File: src/particle_shape_motion_step_core_defines.svh
// Assertion macros for the particle shape motion step core.
// Included by RTL files that carry concurrent assertions.
`ifndef PARTICLE_SHAPE_MOTION_STEP_CORE_DEFINES_SVH
`define PARTICLE_SHAPE_MOTION_STEP_CORE_DEFINES_SVH
`ifndef NO_ASSERTIONS
`define PSM_ASSERT_IMP(label, clk, rst_n, a, c) \
  label: assert property (@(posedge clk) disable iff (!rst_n) (a) |-> (c)) \
    else $error("assertion failed");
`define PSM_ASSERT_NXT(label, clk, rst_n, a, c) \
  label: assert property (@(posedge clk) disable iff (!rst_n) (a) |=> (c)) \
    else $error("assertion failed");
`else
`define PSM_ASSERT_IMP(label, clk, rst_n, a, c)
`define PSM_ASSERT_NXT(label, clk, rst_n, a, c)
`endif
`endif

File: src/psm_pkg.sv
// Shared types, constants and arithmetic helpers of the particle shape core.
// No dependencies.
`timescale 1ns / 1ps
`default_nettype none
package psm_pkg;
  localparam int MAX_POINTS   = 64;
  localparam int CORDIC_STEPS = 16;
  localparam int IDX_W        = 6;
  localparam int CNT_W        = 7;
  localparam int STEP_W       = 5;

  localparam logic [1:0] ACT_START = 2'd0;
  localparam logic [1:0] ACT_LOAD  = 2'd1;
  localparam logic [1:0] ACT_TICK  = 2'd2;

  localparam logic [1:0] REG_SCALE   = 2'd0;
  localparam logic [1:0] REG_GRAVITY = 2'd1;
  localparam logic [1:0] REG_TTL     = 2'd2;
  localparam logic [1:0] REG_COUNT   = 2'd3;

  localparam logic signed [33:0] PI_Q30      = 34'sd3373259426;
  localparam logic signed [33:0] HALF_PI_Q30 = 34'sd1686629713;
  localparam logic signed [33:0] GAIN_Q30    = 34'sd652032875;

  typedef struct packed {
    logic [1:0]         action;
    logic [5:0]         vertex_index;
    logic signed [23:0] pos_x;
    logic signed [23:0] pos_y;
    logic signed [19:0] vel_x;
    logic signed [19:0] vel_y;
    logic [17:0]        spin_rate;
    logic [15:0]        time_step;
  } in_word_t;

  typedef struct packed {
    logic [5:0]         out_index;
    logic signed [23:0] out_x;
    logic signed [23:0] out_y;
    logic signed [23:0] center_x_out;
    logic signed [23:0] center_y_out;
    logic signed [23:0] life_left;
    logic               is_last;
  } out_word_t;

  function automatic logic signed [33:0] atan_q30(input logic [STEP_W-1:0] i);
    logic signed [33:0] r;
    unique case (i)
      5'd0: r = 34'sd843314857;  5'd1: r = 34'sd497837830;
      5'd2: r = 34'sd263043837;  5'd3: r = 34'sd133525159;
      5'd4: r = 34'sd67021688;   5'd5: r = 34'sd33543516;
      5'd6: r = 34'sd16775851;   5'd7: r = 34'sd8388437;
      5'd8: r = 34'sd4194283;    5'd9: r = 34'sd2097149;
      5'd10: r = 34'sd1048576;   5'd11: r = 34'sd524288;
      5'd12: r = 34'sd262144;    5'd13: r = 34'sd131072;
      5'd14: r = 34'sd65536;     5'd15: r = 34'sd32768;
      5'd16: r = 34'sd16384;     5'd17: r = 34'sd8192;
      5'd18: r = 34'sd4096;      5'd19: r = 34'sd2048;
      5'd20: r = 34'sd1024;      5'd21: r = 34'sd512;
      5'd22: r = 34'sd256;       5'd23: r = 34'sd128;
      default: r = '0;
    endcase
    return r;
  endfunction

  function automatic logic signed [23:0] sat24(input logic signed [47:0] v);
    if (v > 48'sd8388607) return 24'sh7fffff;
    if (v < -48'sd8388608) return 24'sh800000;
    return v[23:0];
  endfunction
endpackage
`default_nettype wire

File: src/psm_cordic.sv
// Iterative CORDIC, rotation mode, one micro-rotation per cycle.
// Depends on psm_pkg.
`timescale 1ns / 1ps
`default_nettype none
`include "particle_shape_motion_step_core_defines.svh"
module psm_cordic import psm_pkg::*; (
  input  wire logic               clk,
  input  wire logic               rst_n,
  input  wire logic               start,
  input  wire logic signed [33:0] angle,
  output logic                    done,
  output logic signed [33:0]      cos_o,
  output logic signed [33:0]      sin_o
);
  logic signed [33:0] x_r, y_r, z_r;
  logic               flip_r, busy_r, done_r;
  logic [STEP_W-1:0]  i_r;
  logic signed [33:0] z0;

  assign z0 = (angle > HALF_PI_Q30) ? angle - PI_Q30 : angle;

  always_ff @(posedge clk) begin
    if (!rst_n) begin
      busy_r <= 1'b0;
      done_r <= 1'b0;
    end else begin
      done_r <= 1'b0;
      if (start) begin
        busy_r <= 1'b1;
        x_r <= GAIN_Q30; y_r <= '0; z_r <= z0; i_r <= '0;
        flip_r <= angle > HALF_PI_Q30;
      end else if (busy_r) begin
        if (!z_r[33]) begin
          x_r <= x_r - (y_r >>> i_r); y_r <= y_r + (x_r >>> i_r);
          z_r <= z_r - atan_q30(i_r);
        end else begin
          x_r <= x_r + (y_r >>> i_r); y_r <= y_r - (x_r >>> i_r);
          z_r <= z_r + atan_q30(i_r);
        end
        i_r <= i_r + 1'b1;
        if (i_r == STEP_W'(CORDIC_STEPS - 1)) begin
          busy_r <= 1'b0;
          done_r <= 1'b1;
        end
      end
    end
  end

  assign done  = done_r;
  assign cos_o = flip_r ? -x_r : x_r;
  assign sin_o = flip_r ? -y_r : y_r;

  `PSM_ASSERT_NXT(a_cordic_done, clk, rst_n, done_r, !busy_r)
  `PSM_ASSERT_IMP(a_cordic_idle, clk, rst_n, done_r, !start)
  `PSM_ASSERT_IMP(a_cordic_step, clk, rst_n, busy_r, i_r < STEP_W'(CORDIC_STEPS))
endmodule
`default_nettype wire

File: config.mk
export PLATFORM = sky130hd
export DESIGN_NAME = psm_cordic
export DESIGN_NICKNAME = d
export VERILOG_FILES = /design/src/psm_pkg.sv /design/src/psm_cordic.sv
export VERILOG_INCLUDE_DIRS = /design/src /design/src/src
export SDC_FILE = /design/constraint.sdc
export NUM_CORES = 1
export LEC_CHECK = 0
export BUFFER_PORTS_ARGS = -buffer_cell sky130_fd_sc_hd__clkbuf_2
export CORE_MARGIN = 5
export CORE_UTILIZATION = 34
export CTS_CLUSTER_SIZE = 14
export DETAILED_ROUTE_END_ITERATION = 8
export SLEW_MARGIN = 20
export SYNTH_ARGS = -nofsm -noshare
export SYNTH_HDL_FRONTEND = slang
export SYNTH_SLANG_ARGS = --single-unit
File: constraint.sdc
create_clock -name clk -period 7.67 [get_ports clk]
set_input_delay 1.534 -clock clk [delete_from_list [all_inputs] [get_ports clk]]
set_output_delay 1.534 -clock clk [all_outputs]
set_load 0.05 [all_outputs]
# [Word-level counts from Yosys, hierarchy flattened]
# Memory sizes are Yosys's and may differ from the RTL's. A register that Yosys moved wholly into a read port is not among the register bits.
# Index checks and enable logic that the tools add are counted.
[word_totals] register_bits=110 latch_bits=0 ramBits=0 mem_bits_ro=1920 input_bits=37 out_inout_bits=69 memories=2
[memory_table] memory="(no name shown)" depth=32 width=30 read_ports=1 rd_clocked_by_memory_dff=1 write_ports=0 line="psm_pkg.sv:48" rtl="unique case (i)"
[memory_table] memory="(no name shown)" depth=32 width=30 read_ports=1 rd_clocked_by_memory_dff=1 write_ports=0 line="psm_pkg.sv:48"
[classes] addsub=10 n_mul=0 n_div=0 magnitude_cmp=1 n_eq_ne=1 n_shift=2 muxes=27 n_bitwise=2 reduce_logical=4
[ops] cell="two-way mux 34 bit" count=18
[ops] cell="adder 34 bit" count=3
[ops] cell="subtractor 34 bit" count=3
[ops] cell="negator 34 bit" count=2
[ops] cell=">>> shifter 34 x 5 -> 34 bit" count=2
[ops] cell="greater-than comparator 34 x 32 -> 1 bit, second input constant" count=1
[ops] cell="subtractor 34 x 33 -> 34 bit, second input constant" count=1
[ops] cell="two-way mux 5 bit" count=5
[ops] cell="adder 5 x 1 -> 5 bit, second input constant" count=1
[ops] cell="equality test 5 x 4 -> 1 bit, second input constant" count=1
[ops] cell="two-way mux 1 bit" count=4
[ops] cell="AND reduction 2 bit" count=2
[ops] cell="OR reduction 3 bit" count=1
[ops] cell="NOT 1 bit" count=2
[ops] cell="nonzero test 2 bit" count=1

# [Longest topological paths before layout]
# Gate-level depths: netlist of run 1.
[logic_depth] ltp_word=8 mapped_depth=29

# [Least setup slack after synthesis of run 1]
# No wires, ideal clock.
[synth_path] kind="reg-to-reg" start="register i_r[3]" end="register y_r[33], data pin" setup_ps=266 arrival_ps=5891 slack_ps=1513 stages_incl_launch_ff=28 n_path_buf=6 cell_sequence="edfxtp_1 buf_2 buf_1 buf_2 clkbuf_1 buf_2 buf_2 o21ai_0 mux4_2 o21ai_0 o21a_1 ha_1 nand3_1 a21oi_1 and4_1 a21oi_1 xor2_1 ha_1 a21oi_1 o21ai_0 nand2b_1 a211o_1 a31o_2 o211a_1 a221oi_1 o21ai_0 xnor2_1 nor2_1"
[synth_between] elab_chain_len=4
[synth_rtl] element="from (decl)" line="psm_cordic.sv:17" rtl="logic [STEP_W-1:0] i_r;"
[synth_rtl] element="from (signal assigned)" line="psm_cordic.sv:40" rtl="i_r <= i_r + 1'b1;"
[synth_rtl] element=">>> shifter 34 x 5 -> 34 bit *" line="psm_cordic.sv:34, psm_cordic.sv:37"
[synth_rtl] element="adder 34 bit or subtractor 34 bit (tied branches)" line="psm_cordic.sv:34, psm_cordic.sv:37"
[synth_rtl] element="two-way mux 34 bit *" line="psm_cordic.sv:33" rtl="if (!z_r[33]) begin"
[synth_rtl] element="two-way mux 34 bit *" line="psm_cordic.sv:32" rtl="end else if (busy_r) begin"
[synth_rtl] element="to (signal assigned)" line="psm_cordic.sv:34" rtl="x_r <= x_r - (y_r >>> i_r); y_r <= y_r + (x_r >>> i_r);"
[synth_rtl] element="to (signal assigned)" line="psm_cordic.sv:37" rtl="x_r <= x_r + (y_r >>> i_r); y_r <= y_r - (x_r >>> i_r);"
[synth_rtl] element="to (decl)" line="psm_cordic.sv:15" rtl="logic signed [33:0] x_r, y_r, z_r;"
# Every way passes the cells marked *; elsewhere a longest branch is shown, timed or not. The select of a mux whose other input is x is not followed.
# A chain may end at the register's enable or synchronous reset.

# [Final worst setup path of run 1]
[layout_path] start="register i_r[0]" end="register y_r[30], data pin"
# The elaborated chain is that of the path after synthesis.

==> impl_metrics.ini, run 1 <==
[status]
status = finished clean

[logic_synthesis]
synth-async-reset-ratio_pct = 0
synth_xor_area_share_pct = 11.7
synth_adder_area_share_pct = 7.66
yosysUniqueCellTypes = 89
syn_nets = 2547
synth_ff_type = edfxtp_1
synth_compound_area_share_pct = 23.9
ys_ff_latch = 140
seq_area_frac_synth_pct = 19.9
synth-edff-count = 108
syn_inst = 2392
synthesis.area_sq_mm = 0.0196
synthMuxAreaShare_pct = 13.7
ys_warn_count = 0
synth-simple-area-share_pct = 18.9
synth_top_family_by_area = compound AO/OA/AOI/OAI gates
avgSynthCellArea_sq_um = 8.18

[die]
core_area_sq_mm = 0.0574
die_x_um = 250
dieArea_sq_mm = 0.0624
num_rows = 88
die_h_um = 250
start_util_pct = 34.1
io_pins = 106

[global_route]
grt_pass1_vias = 18700
antenna_found_initial = 1
track_usage_pct = 21.2
grt_max_degree = 74
grt_pass1_wl_mm = 106
grt-ovfl-total = 0

[clock_network]
cts_tree = built
numCtsBuffers = 17
clockBufferDepth = 2
cts_sinks = 140
post_cts_buffers = 0
cts_max_level = 4
clockRootBuffer = clkbuf_16
worstSkewPairLatency_ps = 470
cts_hold_buf = 0
clk_pin_slew_ps = 60
postCtsResizedCells = 0

[timing]
report.final.setup_viol = 0
fmax_ghz = 0.146
rsz0062_at_grt = false
tns_ps = 0
slew_headroom_pct = 20.0
hold_viol = 0
max_slew.worst_pin.slew_ps = 1200
fin_skew_ps = 14.0
fin_crit_sh_pct = 89.4
min_period_ps = 6850
finalMaxSlewViolations = 0

[pwr]
swShare_pct = 51.6
p_leak_nw = 8.24
intPower_mw = 3.47
clkPwrFrac_pct = 11.4
seqPwrFrac_pct = 21.2
power_density_mw_per_mm2 = 335
comb_power_share_pct = 67.4
irDropWorstVdd_v = 0.000178
switching_power_mw = 3.70
power_mw = 7.17

[critical_path]
reg2reg_setup_slack_ps = 820
critPathLaunchType = register
cp.required_ps = 7860
critPathArrivalTime_ps = 7050
critPathKind = register to register
worstPathMaxFanout = 46
end_kind = register

[detailed_routing]
ant_nets = 0
wl_per_cell_um = 21.8
routed_wl_mm = 69.4
first_pass_iters = 5
route.detailed.drc = 0
via_per_inst = 6.00
drt_iter0_drc = 1743
dr_total_vias = 19100

[run]
drv_cap = 0

[finish]
fin_nets = 2564
fin_util_pct = 37.3
nFillCells = 5905
regArea_sq_mm = 0.00388
syn_to_final_growth_pct = 9.31
diodes = 0
drive_gt1_share_pct = 13.8
multi_input_area_sq_mm = 0.0148

[min_path]
hp-class = register to register

[placement]
hpwl_mm = 53.4
place.gp.congestion = 0.986
portBuffers = 105
-- stage by stage --
step	hold slack [ps]	instances	worst slack, ps	instance area, sq um
global placement	621	3155	945	20800
finish	642	3187	816	21400
detailed placement	610	3155	807	20800
global route	677	3187	272	21400
floorplan	518	2392	1510	19600
CTS	619	3187	769	21400
-- path summary, 6_finish.rpt --
| check | start | to | cells past startpoint |
|---|---|---|---|
| max | i_r[0] | y_r[30] | 19 |
| min | busy_r | done | 2 |
| max reg2reg | i_r[0] | y_r[30] | 19 |
| min reg2reg | busy_r | done | 2 |
-- cell families after synthesis --
kind of cell	count (synthesis)
DFF	140
AOI/OAI and AO/OA	725
adders and majority gates	118
buffers and inverters	212
xor gates and xnor gates	262
and+or+nand+nor	765
muxes	170
-- power by group through the flow --
stage / sequential, mW / combinational, mW / clock, mW
3_3_place_gp: 1.51 / 4.75 / 0
5_1_grt: 1.53 / 5.26 / 0.871
2_1_floorplan: 1.23 / 3.82 / 0
6_report: 1.52 / 4.84 / 0.814
4_1_cts: 1.50 / 4.80 / 0.839
3_5_place_dp: 1.51 / 4.76 / 0
-- placed cells by master, fill, tap and decap left out, types with 11 or more instances in the layout --
master,n
a211oi_1,32
a21o_1,56
a21oi_1,198
a31oi_1,39
and2_1,25
and3_1,11
buf_4,44
clkbuf_16,20
clkbuf_2,104
dfxtp_1,32
edfxtp_1,108
ha_1,115
inv_1,55
mux2_2,43
mux2i_1,54
mux4_2,72
nand2_1,214
nand2b_1,37
nand3_1,38
nand4_1,19
nor2_1,230
nor2b_1,27
nor3_1,52
nor4_1,21
o211ai_1,24
o21a_1,35
o21ai_0,159
o21bai_1,11
o22ai_1,15
o31ai_1,29
o41ai_1,11
or2_2,15
or3_1,21
or4_1,13
xnor2_1,150
xor2_1,112
-- critical path, cell delays in order, from the launching register on --
cell,delay [ps]
edfxtp_1,820
buf_12,360
mux4_2,590
mux2_2,300
mux2_2,270
a2111o_1,390
a2111oi_2,550
a21oi_1,170
xnor2_1,160
ha_1,370
a211oi_1,460
nand3b_1,120
o211ai_1,340
a2111oi_0,230
a2111oi_0,490
buf_4,210
o31ai_1,100
o41ai_1,370
xor2_1,190
nor2_1,50
-- layer usage --
metal	global-route usage, %	vias to the layer above	routed length [um]
li1	-	8988	-
met1	25.8	9206	28400
met3	4.45	175	4410
met4	9.00	2	3110
met5	0	-	13
met2	36.4	759	33500
-- area by class of cell --
| class | instances | share of cell area [%] |
|---|---|---|
| clock buffers | 22 | 2.38 |
| clock inverters | 10 | 0.263 |
| inverters | 58 | 1.03 |
| multi-input cells | 2040 | 69.3 |
| flip-flops and latches | 140 | 18.2 |
| well taps | 765 | 4.48 |
| repair buffers | 152 | 4.35 |
-- synthesized netlist by cell type, types with 52 or more instances --
cell type | number | area, sq um
a21oi_1 | 198 | 991
nor3_1 | 52 | 260
edfxtp_1 | 108 | 3240
xnor2_1 | 150 | 1310
mux2i_1 | 54 | 541
o21ai_0 | 159 | 796
ha_1 | 115 | 1440
clkbuf_1 | 95 | 357
mux4_2 | 72 | 1620
a21o_1 | 56 | 420
inv_1 | 56 | 210
xor2_1 | 112 | 981
nor2_1 | 230 | 863
nand2_1 | 214 | 803
No activity file was read; power rests on OpenSTA's default activity.
==> inputs of run 2 (changes only) <==
--- a/config.mk
+++ b/config.mk
@@ -8,9 +8,10 @@
 export LEC_CHECK = 0
 export BUFFER_PORTS_ARGS = -buffer_cell sky130_fd_sc_hd__clkbuf_2
 export CORE_MARGIN = 5
-export CORE_UTILIZATION = 34
+export CORE_UTILIZATION = 64
 export CTS_CLUSTER_SIZE = 14
 export DETAILED_ROUTE_END_ITERATION = 8
+export PLACE_DENSITY = 0.83
 export SLEW_MARGIN = 20
 export SYNTH_ARGS = -nofsm -noshare
 export SYNTH_HDL_FRONTEND = slang
==> run 2 against run 1 <==
Critical path depth up 2. Sequential cell count unchanged. Largest cell class unchanged. Clock skew hardly changed. Critical endpoint is now y_r[33]. Via count grew 3.3%.
==> impl_metrics.ini, run 2 (same netlist as run 1, synthesis figures left out) <==
[timing]
slew_headroom_pct = 27.1
timing.final.ws_setup_ps = 678
rsz0062_at_grt = false
fin_skew_ps = 14.1
min_period_ps = 6990
fmax_ghz = 0.143
finalMaxSlewViolations = 0
tns_ps = 0
max_slew.worst_pin.slew_ps = 1090
hold_viol = 0
fin_crit_sh_pct = 91.2
report.final.setup_viol = 0

[global_route]
grt_pass1_vias = 19100
grt-ovfl-total = 0
antenna_found_initial = 0
grt_max_degree = 72
grt_pass1_wl_mm = 104
track_usage_pct = 38.4

[min_path]
min_from = busy_r
hold-path-endpoint = done
hp-class = register to register
holdPathStages = 2

[critical_path]
critPathKind = register to register
end_kind = register
critPathArrivalTime_ps = 7180
critPathLaunchType = register
reg2reg_setup_slack_ps = 680
reg2reg_from = i_r[1]
rr_worst_depth = 21
cp.required_ps = 7860
worstPathMaxFanout = 37
reg2reg_to = y_r[33]

[pwr]
power_density_mw_per_mm2 = 346
power_mw = 7.22
irDropWorstVdd_v = 0.000195
p_leak_nw = 8.20

[clock_network]
cts_sinks = 140
cts_max_level = 4
post_cts_buffers = 0
clk_pin_slew_ps = 70
clockRootBuffer = clkbuf_16
worstSkewPairLatency_ps = 460
cts_hold_buf = 0
postCtsResizedCells = 0
clockBufferDepth = 2
cts_tree = built
numCtsBuffers = 17

[die]
dieArea_sq_mm = 0.0342
die_h_um = 185
die_x_um = 185
core_area_sq_mm = 0.0303
num_rows = 64
start_util_pct = 64.5
io_pins = 106

[run]
drv_cap = 0

[detailed_routing]
first_pass_iters = 8
routed_wl_mm = 67.2
via_per_inst = 7.03
drt_iter0_drc = 2314
wl_per_cell_um = 23.9
route.detailed.drc = 0
ant_nets = 0
dr_total_vias = 19800

[finish]
final_common_cell = nor2_1
drive_gt1_share_pct = 13.5
layout_common_cells = nor2_1, nand2_1, a21oi_1
fin_nets = 2556
multi_input_area_sq_mm = 0.0148
syn_to_final_growth_pct = 6.64
nFillCells = 2489
diodes = 0
regArea_sq_mm = 0.00388

[placement]
place.gp.congestion = 0.997
hpwl_mm = 50.7
portBuffers = 105
place_ws_ps = 878

[status]
status = finished clean
[run 2: changes by cell type in the layout (fill, tap and decap cells not counted), sizes merged]
cell,before,now
buf,48,40
clkinv,8,4
inv,60,67
clkbuf,126,122
clkinvlp,0,1
[run 2: where the power goes]
group | internal [mW] | total, mW | switching (mW) | leakage [nW]
logic | 1.90 | 4.89 | 2.99 | 6.62
clock network | 0.439 | 0.827 | 0.388 | 0.280
registers | 1.09 | 1.50 | 0.412 | 1.30
total | 3.43 | 7.22 | 3.79 | 8.20
[run 2: worst max-delay path by stage]
stage                     slack (ps)  startpoint  cells past startpoint       to
final                            680      i_r[1]                     21  y_r[33]
after CTS                        790      i_r[1]                     21  y_r[33]
after detailed placement         880      i_r[1]                     21  y_r[33]
after global placement          1120      i_r[1]                     22  y_r[33]
after global routing             160      i_r[1]                     21  y_r[33]
after floorplan                 1510      i_r[3]                     27  y_r[33]
[run 2: layout make-up]
class | instances | share of cell area, %
Sequential cell | 140 | 18.6
Inverter | 58 | 1.06
Multi-Input combinational cell | 2040 | 71.1
Tap cell | 396 | 2.38
Timing Repair Buffer | 144 | 4.23
Clock buffer | 18 | 2.16
Clock inverter | 14 | 0.504
[run 2: layer usage]
metal	vias up	wire length [um]	part of all wire (%)	track usage, %
li1	8994	-	-	-
met1	9335	25200	37	46.5
met2	1184	32200	48	65.5
met3	250	6090	9.1	6.97
met4	0	3750	5.6	19.8
met5	-	0	0	0
[run 2: through the flow]
step | instances | area, sq um | hold WS [ps] | util [%]
CTS | 2810 | 20900 | 577 | 68.7
detailed placement | 2778 | 20300 | 563 | 66.9
floorplan | 2392 | 19600 | 518 | -
global route | 2810 | 20900 | 632 | 68.7
finish | 2810 | 20900 | 581 | 68.7
global placement | 2778 | 20300 | 559 | 66.9
[run 2: critical path: stages, from the launching register on]
cell	delay, ps
edfxtp_1	970
buf_12	310
buf_4	330
nor3b_1	160
or3_1	410
o21a_1	150
a2111o_1	460
a2111oi_2	660
nor4b_4	530
a21oi_1	160
xor2_1	190
ha_1	380
nand2_1	90
o21ai_0	110
nand2b_1	190
a211o_1	310
a31o_2	260
o211a_1	230
a221oi_1	380
o21ai_0	190
xnor2_1	160
nor2_1	50
